`config.mk`:
```
export PLATFORM = sky130hd
export DESIGN_NAME = skds_cell
export DESIGN_NICKNAME = d
export VERILOG_FILES = /design/src/rtl/core/skds_pkg.sv /design/src/rtl/core/skds_cell.sv
export SDC_FILE = /design/constraint.sdc
export NUM_CORES = 1
export LEC_CHECK = 0
export ABC_AREA = 1
export BUFFER_PORTS_ARGS = -buffer_cell sky130_fd_sc_hd__buf_4
export CORE_ASPECT_RATIO = 0.6
export CORE_MARGIN = 2
export CORE_UTILIZATION = 27
export DETAILED_ROUTE_END_ITERATION = 10
export HOLD_SLACK_MARGIN = 0.12
export PLACE_DENSITY_LB_ADDON = 0.08
export SYNTH_ARGS = -nofsm -noshare
export SYNTH_HDL_FRONTEND = slang
export SYNTH_SLANG_ARGS = --single-unit
export TNS_END_PERCENT = 1
```
`constraint.sdc`:
```
create_clock -name clk -period 3.6 [get_ports clk]
set_clock_uncertainty 0.05 [all_clocks]
set_input_delay 1.08 -clock clk [delete_from_list [all_inputs] [get_ports clk]]
set_output_delay 1.08 -clock clk [all_outputs]
set_load 0.01 [all_outputs]
```
`src/rtl/core/skds_pkg.sv`:
```
// ----------------------------------------------------------------------------
// skds_pkg: shared types for the smallest distinct value selector
// Word width, configuration width, and the structs that travel along the
// chain of sorting cells.
// ----------------------------------------------------------------------------
package skds_pkg;

	localparam int unsigned WORD_W = 32;
	localparam int unsigned CFG_W  = 7;

	// A value that walks down the chain looking for its place.
	typedef struct packed {
		logic              vld;
		logic [WORD_W-1:0] val;
	} skds_tok_t;

	// A value held in a cell of the sorted store.
	typedef struct packed {
		logic              vld;
		logic [WORD_W-1:0] val;
	} skds_ent_t;

	// Per-cell control from the sequencer.
	typedef struct packed {
		logic en;     // Cell lies inside the current capacity.
		logic shift;  // Move the store one cell toward the output.
		logic trim;   // A new word enters; cells outside the capacity let go.
	} skds_ctrl_t;

endpackage

```
`src/rtl/core/skds_cell.sv`:
```
// ----------------------------------------------------------------------------
// skds_cell: one cell of the sorted insertion chain
// Holds one entry of the store. A value arriving from the left is kept,
// dropped as a duplicate, swapped with the entry, or passed on to the right.
// In shift mode the cell takes the entry of its right neighbor. A cell outside
// the capacity drops arriving values and clears its entry when a word enters.
// ----------------------------------------------------------------------------
module skds_cell
	import skds_pkg::*;
(
	input  logic       clk,
	input  logic       arst_n,
	input  skds_ctrl_t ctrl,
	input  skds_tok_t  tok_in,
	input  skds_ent_t  right_in,
	output skds_tok_t  tok_out,
	output skds_ent_t  ent
);

	logic              ent_vld_q;
	logic [WORD_W-1:0] ent_val_q;
	logic              tok_vld_q;
	logic [WORD_W-1:0] tok_val_q;
	logic              ent_vld_d;
	logic [WORD_W-1:0] ent_val_d;
	logic              tok_vld_d;
	logic [WORD_W-1:0] tok_val_d;
	logic              less;

	assign less = $signed(tok_in.val) < $signed(ent_val_q);

	// Compare the arriving value with the held entry.
	always_comb begin
		ent_vld_d = ent_vld_q;
		ent_val_d = ent_val_q;
		tok_vld_d = 1'b0;
		tok_val_d = tok_in.val;
		if (ctrl.shift) begin
			ent_vld_d = right_in.vld;
			ent_val_d = right_in.val;
		end else if (!ctrl.en) begin
			if (ctrl.trim) begin
				ent_vld_d = 1'b0;
			end
		end else if (tok_in.vld) begin
			if (!ent_vld_q) begin
				ent_vld_d = 1'b1;
				ent_val_d = tok_in.val;
			end else if (ent_val_q == tok_in.val) begin
				tok_vld_d = 1'b0;
			end else if (less) begin
				ent_val_d = tok_in.val;
				tok_vld_d = 1'b1;
				tok_val_d = ent_val_q;
			end else begin
				tok_vld_d = 1'b1;
			end
		end
	end

	// Valid bits reset; values need none.
	always_ff @(posedge clk or negedge arst_n) begin
		if (!arst_n) begin
			ent_vld_q <= 1'b0;
			tok_vld_q <= 1'b0;
		end else begin
			ent_vld_q <= ent_vld_d;
			tok_vld_q <= tok_vld_d;
		end
	end

	always_ff @(posedge clk) begin
		ent_val_q <= ent_val_d;
		tok_val_q <= tok_val_d;
	end

	assign tok_out = '{vld: tok_vld_q, val: tok_val_q};
	assign ent     = '{vld: ent_vld_q, val: ent_val_q};

endmodule

```
==> qor.csv <==
stage,metric,value,unit
grt,initial antenna violation count,0,
critical_path,Buf/Inv on CP,2,
clock_network,CTS tree,yes,
synth,post-synth cell types,26,
final_layout,area delta synth->final,41.4,%
clock_network,CTS max path bufs,2,
grt,largest net degree at the start of global routing,38,
min_path,Min-Delay Path Class,in -> async,
die,die width,153,microns
grt,GRT Residual Overflow,0,
power,Sw Pwr,0.650,mW
status,status,finished clean,
critical_path,CP Launch Type,primary input,
power,Seq pwr share,0.390,
sta,setup_tns,0,ns
power,Worst VDD drop,0.195,mV
critical_path,Worst Path Required,3.57,ns
synth,synth warn,0,
detailed_routing,drc violations,0,
die,# IOs,137,
detailed_routing,antenna-violating nets left,0,
clock_network,clk_lat worst skew,0.33,ns
power,Internal Power,1.72,mW
sta,Achievable Freq,342,MHz
detailed_routing,via count,3236,
power,Pwr Density,464,nW/um^2
die,die area,14400,sq um
grt,vias in the first global route,3124,
run,number of max-cap violations,0,
critical_path,worst r2r src,ent_val_q[11],
critical_path,worst reg2reg setup slack,1.12,ns
placement,number of I/O port buffers,136,
critical_path,capturing point of the worst reg2reg path,ent_val_q[6],
final_layout,layout net count,694,
critical_path,WS Path Type,in -> reg,
critical_path,Crit. End Element,register,
sta,setup violation total in the final timing report,0,
die,core footprint,13000,sq um
power,Switching Fraction,0.274,
clock_network,Post-CTS Repair Setup Buffers,0,
clock_network,# resized after CTS,0,
synth,Synth Register Bits,66,
final_layout,"commonest non-fill, non-tap cells in the layout","nand2_1, buf_4, inv_1",
detailed_routing,drt via density,4.22,
grt,Tot GR Track Use,0.149,
grt,first-pass GRT wire length,16.5,mm
placement,placed insts,750,
critical_path,r2r worst-path depth,12,
synth,Mapped Area,3610,sq um
clock_network,TritonCTS buffer count,9,
clock_network,clock sink count,66,
final_layout,Ant. Diodes,0,
clock_network,clock-pin slew on the worst setup and hold paths,0.05,ns
synth,Post-Syn Nets,560,
final_layout,"most common cell after layout, fill and taps aside",nand2_1,
detailed_routing,DR pass1 iterations,4,
clock_network,root buffer cell,clkbuf_16,
critical_path,"Slowest-stage cell, CP",ha_1,
placement,GP Congestion,0.735,
synth,Post-Syn Instances,457,
power,P_leak,2.75,nW
sta,unrepaired setup endpoints after global routing,no,
power,Gate power share,0.225,
die,row count,32,
clock_network,htree depth,3,
die,starting density of the core,0.279,
critical_path,cell mode on critical path,nand2_1,
critical_path,Top delay family on crit path,simple AND/OR/NAND/NOR gates,
placement,hpwl dp,7.83,mm
synth,sequential element share of the synthesized area,0.457,
detailed_routing,Initial DRC Count,165,
critical_path,CP peak stage delay,0.31,ns
detailed_routing,WL/cell,13.9,microns
sta,Least-Margin Pin Slew,1.22,ns
critical_path,Worst Path Max Fanout,25,
power,Clock power frac,0.385,
clock_network,CTS Hold Bufs,0,
final_layout,Final Non-Filler Cells,766,
sta,Slew HR,0.188,
sta,"Slew Viols, Final",0,
sta,Final Hold Viols,0,
sta,period utilization,0.812,
synth,Mapped Avg Cell Area,7.91,sq um
critical_path,critical path arrival,2.90,ns
detailed_routing,Post-Route WL,10.6,mm
die,Die Y,93.6,microns
sta,Final min period,2.92,ns
final_layout,share of cells above drive strength 1,0.302,
critical_path,"Cell Chain, Critical Path","buf_4, ha_1, a21oi_1, nand2_1, nand2_1, nand2_1, a21oi_1, nand4_1, nand3_1, nand2_1, nor2_4, buf_12",
[kinds of logic (layout without fill, tap and decap cells)]
kind of cell,Yosys count,count (layout),synth area share
and+or+nand+nor,262,262,0.307
buffers and inverters,75,214,0.0890
DFF,66,66,0.457
adders and majority gates,32,32,0.111
AOI/OAI and AO/OA,22,22,0.0360
[power groups by stage]
stage,Sequential [mW],Clock [mW],Combinational [mW]
5_1_grt,0.932,0.970,0.601
4_1_cts,0.925,0.943,0.543
2_1_floorplan,0.961,0,0.246
3_3_place_gp,0.941,0,0.536
3_5_place_dp,0.940,0,0.541
6_report,0.925,0.912,0.534
[per-layer routing]
layer  vias to the layer above  share of wire  track usage
met5                         -              0            0
met4                         0         0.0068       0.0344
met3                         5          0.056       0.0431
met2                        85           0.40        0.210
met1                      1443           0.54        0.222
li1                       1703              -            -
[stage by stage]
step                      setup slack, ns  cell area (sq um)  total power [mW]  hold WS [ns]   util
after floorplan                     0.106               3620              1.21         0.479      -
after global placement              0.374               4810              1.48         0.475  0.370
after detailed placement            0.330               4810              1.48         0.469  0.370
after CTS                           0.686               5110              2.41         0.464  0.394
after global routing                0.462               5110              2.50         0.464  0.394
final                               0.675               5110              2.37         0.477  0.394
[how the worst max path moves through the flow]
stage,startpoint,end,slack [ns],cells after the start
after global routing,tok_in[31],tok_val_q[15],0.46,14
after detailed placement,tok_in[15],ent_val_q[3],0.33,13
final,tok_in[11],ent_val_q[6],0.68,12
after CTS,tok_in[15],ent_val_q[23],0.69,13
after floorplan,tok_in[31],ent_val_q[0],0.11,12
after global placement,tok_in[15],ent_val_q[7],0.37,13
[cells in the mapped netlist]
cell type	n	area, sq um
nand4_1	2	12.5
a21oi_2	1	8.76
inv_2	2	7.51
dfxtp_1	32	641
o21bai_2	1	11.3
dfrtp_1	2	50.1
nor2_2	3	18.8
nand2_4	2	22.5
nand4_2	1	12.5
o21a_1	1	7.51
nand2_1	194	728
ha_1	32	400
nand3_1	33	165
nand2_2	14	87.6
buf_2	5	25.0
nor2_1	11	41.3
a21o_1	3	22.5
o21ai_0	5	25.0
inv_1	55	206
clkbuf_4	1	7.51
edfxtp_1	32	961
nor2_4	2	22.5
buf_6	3	33.8
clkbuf_1	7	26.3
a21oi_1	11	55.1
buf_4	2	15.0
[registers in the layout (all words and copies together), names as in the netlist]
signal	flops
ent_val_q	32
ent_vld_q	1
tok_val_q	32
tok_vld_q	1
[final cells by class]
| class | count | area (sq um) |
|---|---|---|
| Inverter | 57 | 214 |
| Multi-Input combinational cell | 316 | 1660 |
| Timing Repair Buffer | 141 | 1070 |
| Sequential cell | 66 | 1650 |
| Fill cell | 1365 | 7860 |
| Clock buffer | 13 | 240 |
| Clock inverter | 3 | 65.1 |
| Tap cell | 170 | 213 |
[worst register-to-register path, cell delays in order (launching register included)]
cell and delay (ns):
edfxtp_1 0.42, inv_1 0.08, ha_1 0.24, a21oi_1 0.19, nand2_1 0.08, nand2_1 0.06, nand2_1 0.10, a21oi_1 0.18
nand4_1 0.18, nand3_1 0.13, nand2_1 0.10, nor2_4 0.13, buf_12 0.22
No activity file was read; power rests on OpenSTA's default activity.
